===== src/rtl/core/swq_pkg.sv =====
// Shared types and constants for the segmented word queue.
`default_nettype none
package swq_pkg;

   localparam int TYPE_W     = 2;
   localparam int DATA_W     = 32;
   localparam int LEN_W      = 7;
   localparam int STAT_W     = 2;
   localparam int MAXSEG_W   = 9;
   localparam logic [MAXSEG_W-1:0] MAXSEG_RST = 9'd256;

   // request codes
   localparam logic [TYPE_W-1:0] REQ_ENQ   = 2'd0;
   localparam logic [TYPE_W-1:0] REQ_DEQ   = 2'd1;
   localparam logic [TYPE_W-1:0] REQ_FLUSH = 2'd2;

   // result status codes
   localparam logic [STAT_W-1:0] STAT_OK     = 2'd0;
   localparam logic [STAT_W-1:0] STAT_NO_SEG = 2'd1;
   localparam logic [STAT_W-1:0] STAT_SHORT  = 2'd2;

   typedef enum logic [3:0] {
      ST_INIT,
      ST_IDLE,
      ST_DISPATCH,
      ST_EQ_CHECK,
      ST_EQ_TAKE,
      ST_EQ_LINK,
      ST_EQ_WRITE,
      ST_EQ_END,
      ST_ABORT,
      ST_FLUSH,
      ST_DQ_CHECK,
      ST_DQ_READ,
      ST_DQ_STEP,
      ST_RESP
   } state_type;

   typedef enum logic [4:0] {
      OP_NONE,
      OP_INIT,
      OP_LATCH,
      OP_OPEN,
      OP_SET_FAIL,
      OP_TAKE_RD,
      OP_TAKE,
      OP_LINK_PREV,
      OP_WRITE,
      OP_FAIL_END,
      OP_COMMIT,
      OP_ABORT,
      OP_FLUSH,
      OP_DQ_FAIL,
      OP_DQ_ZERO,
      OP_DQ_INIT,
      OP_DQ_READ,
      OP_DQ_STEP
   } op_type;

   typedef struct packed {
      logic [TYPE_W-1:0] rtype;
      logic              last;
      logic              bfail;
      logic              need_seg;
      logic              can_take;
      logic              deq_fail;
      logic              deq_zero;
      logic              res_last;
      logic              init_done;
   } dp_stat_type;

endpackage
`default_nettype wire


===== src/rtl/core/swq_ctrl.sv =====
// Sequencer for the segmented word queue: one item at a time.
`default_nettype none
module swq_ctrl import swq_pkg::*; (
   input  wire logic        clock,
   input  wire logic        reset,
   input  wire logic        req_valid,
   output logic             req_ready,
   output logic             rsp_valid,
   input  wire logic        rsp_ready,
   input  wire dp_stat_type stat,
   output op_type           op
);

   state_type state_ff, state_in;

   // state register
   always_ff @(posedge clock) begin
      if (reset) begin
         state_ff <= ST_INIT;
      end else begin
         state_ff <= state_in;
      end
   end

   // next state and datapath commands
   always_comb begin
      state_in  = state_ff;
      op        = OP_NONE;
      req_ready = 1'b0;
      rsp_valid = 1'b0;
      case (state_ff)
         ST_INIT: begin
            op = OP_INIT;
            if (stat.init_done) state_in = ST_IDLE;
         end
         ST_IDLE: begin
            req_ready = 1'b1;
            if (req_valid) begin
               op       = OP_LATCH;
               state_in = ST_DISPATCH;
            end
         end
         ST_DISPATCH: begin
            if (stat.rtype == REQ_ENQ) begin
               op       = OP_OPEN;
               state_in = ST_EQ_CHECK;
            end else if (stat.rtype == REQ_DEQ || stat.rtype == REQ_FLUSH) begin
               state_in = ST_ABORT;
            end else begin
               state_in = ST_IDLE;
            end
         end
         ST_EQ_CHECK: begin
            if (stat.bfail) begin
               state_in = ST_EQ_END;
            end else if (!stat.need_seg) begin
               state_in = ST_EQ_WRITE;
            end else if (stat.can_take) begin
               op       = OP_TAKE_RD;
               state_in = ST_EQ_TAKE;
            end else begin
               op       = OP_SET_FAIL;
               state_in = ST_EQ_END;
            end
         end
         ST_EQ_TAKE: begin
            op       = OP_TAKE;
            state_in = ST_EQ_LINK;
         end
         ST_EQ_LINK: begin
            op       = OP_LINK_PREV;
            state_in = ST_EQ_WRITE;
         end
         ST_EQ_WRITE: begin
            op       = OP_WRITE;
            state_in = ST_EQ_END;
         end
         ST_EQ_END: begin
            if (!stat.last) begin
               state_in = ST_IDLE;
            end else begin
               op       = stat.bfail ? OP_FAIL_END : OP_COMMIT;
               state_in = ST_RESP;
            end
         end
         ST_ABORT: begin
            op       = OP_ABORT;
            state_in = (stat.rtype == REQ_DEQ) ? ST_DQ_CHECK : ST_FLUSH;
         end
         ST_FLUSH: begin
            op       = OP_FLUSH;
            state_in = ST_RESP;
         end
         ST_DQ_CHECK: begin
            if (stat.deq_fail) begin
               op       = OP_DQ_FAIL;
               state_in = ST_RESP;
            end else if (stat.deq_zero) begin
               op       = OP_DQ_ZERO;
               state_in = ST_RESP;
            end else begin
               op       = OP_DQ_INIT;
               state_in = ST_DQ_READ;
            end
         end
         ST_DQ_READ: begin
            op       = OP_DQ_READ;
            state_in = ST_DQ_STEP;
         end
         ST_DQ_STEP: begin
            op       = OP_DQ_STEP;
            state_in = ST_RESP;
         end
         ST_RESP: begin
            rsp_valid = 1'b1;
            if (rsp_ready) state_in = stat.res_last ? ST_IDLE : ST_DQ_READ;
         end
         default: begin
            state_in = ST_IDLE;
         end
      endcase
   end

endmodule
`default_nettype wire


===== config.mk =====
export PLATFORM = sky130hd
export DESIGN_NAME = swq_ctrl
export DESIGN_NICKNAME = d
export VERILOG_FILES = /design/src/rtl/core/swq_pkg.sv /design/src/rtl/core/swq_ctrl.sv
export SDC_FILE = /design/constraint.sdc
export NUM_CORES = 1
export LEC_CHECK = 0
export BUFFER_PORTS_ARGS = -buffer_cell sky130_fd_sc_hd__buf_4
export CAP_MARGIN = 20
export CORE_UTILIZATION = 49
export DETAILED_ROUTE_END_ITERATION = 10
export PLACE_DENSITY = 0.84
export SYNTH_ARGS = -nofsm -noshare
export SYNTH_HDL_FRONTEND = slang
export SYNTH_SLANG_ARGS = --single-unit

===== constraint.sdc =====
create_clock -name clock -period 1.6 [get_ports clock]
set_input_delay 0 -clock clock [delete_from_list [all_inputs] [get_ports clock]]
set_output_delay 0 -clock clock [all_outputs]
set_load 0.05 [all_outputs]

-- Word level (Yosys, flattened, before mapping)
Cells that the tools add are included.
- register bits after elaboration: 4
- bits of input ports: 14
- logic and storage cells: 50
- equal/unequal tests: 18
- mux-type cells: 26
- reductions and logical operators: 5
- operators by type and width (cell ; count):
    $pmux 5 s13 ; 1
    $pmux 4 s13 ; 1
    $mux 4 ; 8
    $eq 4x4->1 const B ; 6
    $eq 4x3->1 const B ; 4
    $mux 2 ; 8
    $mux 3 ; 4
    $eq 4x2->1 const B ; 2
    $ne 2x2->1 const B ; 3
    $eq 4x1->1 const B ; 1
    $logic_not 4->1 ; 1
    $mux 1 ; 4
    $reduce_and 3->1 ; 1
    $eq 2x1->1 const B ; 1
    $eq 2x2->1 const B ; 1
    $logic_not 2->1 ; 1
    $reduce_or 2->1 ; 1
    $logic_or 1x1->1 ; 1

-- Depth between registers and ports, before layout
- depth in word-level cells: 5
- gate-level depth with buffers: 6
- depth with buffers taken out: 6

-- Least setup slack after synthesis
No wires, ideal clock.
- path kind: reg2reg
- from: register state_ff[1]
- to: register state_ff[3]
- library setup time: 0.087 ns
- data arrival time: 1.977 ns
- required time: 1.513 ns
- path slack: -0.464 ns
- cell stages (with the launch flop): 6
- clock period less this slack: 2.064 ns
- path through: dfxtp_1 buf_6 or2b_4 nor3_1 nand2_1 o31ai_1
- cells in the longest elaborated chain, start to end: 3
- ends and longest elaborated chain (item ; RTL line ; source):
    start: declaration ; swq_ctrl.sv:14 ; state_type state_ff, state_in;
    start signal: assignment ; swq_ctrl.sv:21 ; state_ff <= state_in;
    $eq 4x4->1, or another cell as far along ; swq_ctrl.sv:31 ; case (state_ff)
    $reduce_or 2->1 (no line) / $ne 2x2->1 (equally long branches) ; - ;
    $pmux 4 s13 / $reduce_and 3->1 (equally long branches) ; - ;
Several ways; a longest one is shown, not always the timed one.
A chain may end at the register's enable or synchronous reset.

-- Worst setup path in the final report
- from: register state_ff[1]
- to: output op[0]
- cells in the longest elaborated chain, start to end: 2
- ends and longest elaborated chain (item ; RTL line ; source):
    $eq 4x4->1, or another cell as far along ; swq_ctrl.sv:31 ;
    $pmux 5 s13 * ; swq_ctrl.sv:31 ;
    end: declaration ; swq_ctrl.sv:11 ; output op_type op
Every way passes the cells marked *; elsewhere a longest branch is shown, timed or not.

==> flow_summary.toml <==
[pwr]
clockPowerShare_pct = 22.8
p_sw_share_pct = 44.1
power.internal_mw = 0.324
vdd_drop_max_mv = 0.408
power.leakage_nw = 0.359
switchingPower_mw = 0.256
combPwrFrac_pct = 55.1
power_per_cell_area_nw_per_um2 = 624
seq_power_share_pct = 22.0

[synth]
yosysSeqAreaShare_pct = 12.5
netlist.area_leader.share_pct = 12.5
ys_types = 39
synth_edf_count = 0
syn_area_um2 = 641
ys_warn_count = 0
synth_area_per_cell_um2 = 7.04
synthCells = 91
async_flop_share_pct = 0
synth_commonest_cells = "9 x a21oi_1, 8 x nor2_1, 7 x inv_1"
synthTopCellsByArea = "dfxtp_1 13%, a21oi_1 7.0%, o21ai_0 4.7%"
syn_nets = 107
yosysMostFrequentCell = "a21oi_1"
synth_top_area_cell = "dfxtp_1"
ys_ff_latch = 4
ys.flop_type = "dfxtp_1"

[placement]
dpl.hpwl_um = 1560
placed_area_um2 = 851
dpl.cell_count = 127
io_buffers = 20
routabilityCongestion = 0.885

[floorplanning]
core_um2 = 1160
die_w_um = 38.2
start_util_pct = 55.4
pin_count = 21
row_count = 12
die_area_um2 = 1460
fp.dieH_um = 38.2

[global_route]
grt_max_degree = 17
antenna_found_initial = 0
grt_pass1_vias = 776
grt_overflow = 0
grt_usage_pct = 34.9
grt_pass1_wl_um = 3420

[timing]
tns_ps = 0
final-hold-violation-count = 0
worstMarginPinSlew_ps = 299
layout_worst_path_cycle_share_pct = 96.8
max_freq_mhz = 646
holdWs_ps = 46.7
slew_violations = 0
skew_ps = 0.513
rsz0062_at_grt = "yes"
relSlewSlack_pct = 80.0
min_period_ps = 1550
setup_viol = 0

[worst_hold_path]
min_path_type = "input port to flip-flop"
hold_start = "rsp_ready"
min_path_cells = 4
hold_end = "state_ff[3]"

[setup_path]
end_kind = "output pin"
worstRegToRegCells = 5
crit_chain = "buf_4 -> nor2_1 -> o221ai_1 -> o221ai_2 -> buf_6"
reg2reg_from = "state_ff[3]"
r2r_end = "state_ff[3]"
critical_path.max_stage_delay_ps = 380
reg2reg_slack_ps = 180
start_kind = "flip-flop"
crit_type = "flip-flop to output pin"
cp_slowest_cell = "dfxtp_4"
crit_fanout = 12
cp.required_ps = 1600
arrival_ps = 1550

[route]
routed_via_density = 6.47
ant_nets = 0
drt_iter0_drc = 41
wl_per_cell_um = 17.0
first_pass_iters = 4
drc = 0
route.vias.total = 848
drt-total-wl_um = 2230

[clock_tree]
cts_made_buffers = 3
root_buffer = "clkbuf_4"
htree_levels = 1
clk_pin_slew_worst_paths_ps = 40
clock-sinks = 4
cts_tree = "done"
clock_path_buffers = 2
clk_latency_ps = 240

[run_status]
status = "completed"

[final_layout]
reg_top3 = "state_ff: 4 flops"
drive_gt1_share_pct = 40.2
syn2layout_area_growth_pct = 44.9
nNetsFinal = 135
fin_cells = 131
diodes = 0
largest_reg_flops = 4
post-route-cell-area_um2 = 928
final_util_pct = 80.3
top_register = "state_ff"

[job]
max-cap-violations = 0
-- stage by stage --
| stage | setup slack [ps] | power [mW] |
|---|---|---|
| floorplan | -121 | 0.319 |
| global placement | 127 | 0.409 |
| detailed placement | 83.1 | 0.419 |
| CTS | 2.41 | 0.555 |
| global route | -16.5 | 0.607 |
| finish | 51.6 | 0.579 |
-- critical path, delay by kind of cell, from the launching register on --
| family | cells | cell delay [ps] |
|---|---|---|
| flip-flops | 1 | 380 |
| buffers and inverters | 2 | 360 |
| AO/OA/AOI/OAI | 2 | 300 |
| AND/OR/NAND/NOR | 1 | 260 |
-- what timing repair did --
| action | in CTS | in global routing |
|---|---|---|
| buffers inserted | 0 | 0 |
| pin swaps | 0 | 3 |
| cloned | 0 | 0 |
| hold buffers | 1 | 0 |
| resized for setup | 4 | 9 |
| endpoints found under the setup margin | 5 | 4 |
| endpoints found under the hold margin | 2 | 0 |
-- area by class of cell --
cell class              count  area, µm²
clock buffers               3       22.5
fillers                    85        228
inverters                   8       30.0
multi-input cells          72        517
flip-flops and latches      4       90.1
well taps                  14       17.5
repair buffers             30        251
-- cells by family (layout without fill, tap and decap cells) --
family	count (synthesis)	after routing	synth area share [%]
compound gates	39	39	42.2
fa+ha+maj	2	2	3.91
buf+inv	15	41	12.9
flops	4	4	12.5
mux	2	2	3.32
simple gates	29	29	25.2
-- how the worst max path moves through the flow --
stage / from / to / slack (ps) / cells past startpoint
after floorplan: state_ff[3] / op[0] / -120 / 4
after global placement: state_ff[2] / state_ff[1] / 130 / 3
after detailed placement: state_ff[2] / state_ff[0] / 80 / 4
after CTS: state_ff[2] / op[0] / 2 / 5
after global routing: state_ff[1] / op[1] / -20 / 5
final: state_ff[1] / op[0] / 50 / 5
-- cells in the final DEF, fill, tap and decap left out, types with 2 or more instances in the layout --
master,instances
nor2_1,7
nor3_1,2
o21ai_1,3
a31oi_1,2
dfxtp_4,2
o211ai_1,2
o21ai_0,5
ha_1,2
o21a_1,2
a22oi_1,3
nand3_1,2
dfxtp_2,2
buf_6,3
o221ai_2,2
a21oi_1,9
buf_4,25
inv_1,7
nand2_1,3
nor2b_1,4
nand2b_1,2
clkbuf_4,3
-- power by group through the flow --
| stage | registers, mW | logic, mW | clock network, mW |
|---|---|---|---|
| final | 0.128 | 0.319 | 0.132 |
| after global routing | 0.130 | 0.334 | 0.143 |
| after CTS | 0.129 | 0.295 | 0.131 |
| after detailed placement | 0.129 | 0.290 | 0 |
| after global placement | 0.129 | 0.281 | 0 |
| after floorplan | 0.111 | 0.208 | 0 |
-- layer usage --
| layer | routed length [µm] | GRT usage, % | up-vias |
|---|---|---|---|
| met5 | 0 | 0 | - |
| met4 | 133 | 27.7 | 0 |
| met3 | 117 | 5.81 | 15 |
| met2 | 1050 | 54.7 | 50 |
| met1 | 929 | 41.5 | 386 |
| li1 | - | - | 397 |
Power figures use the tool's default switching activity.
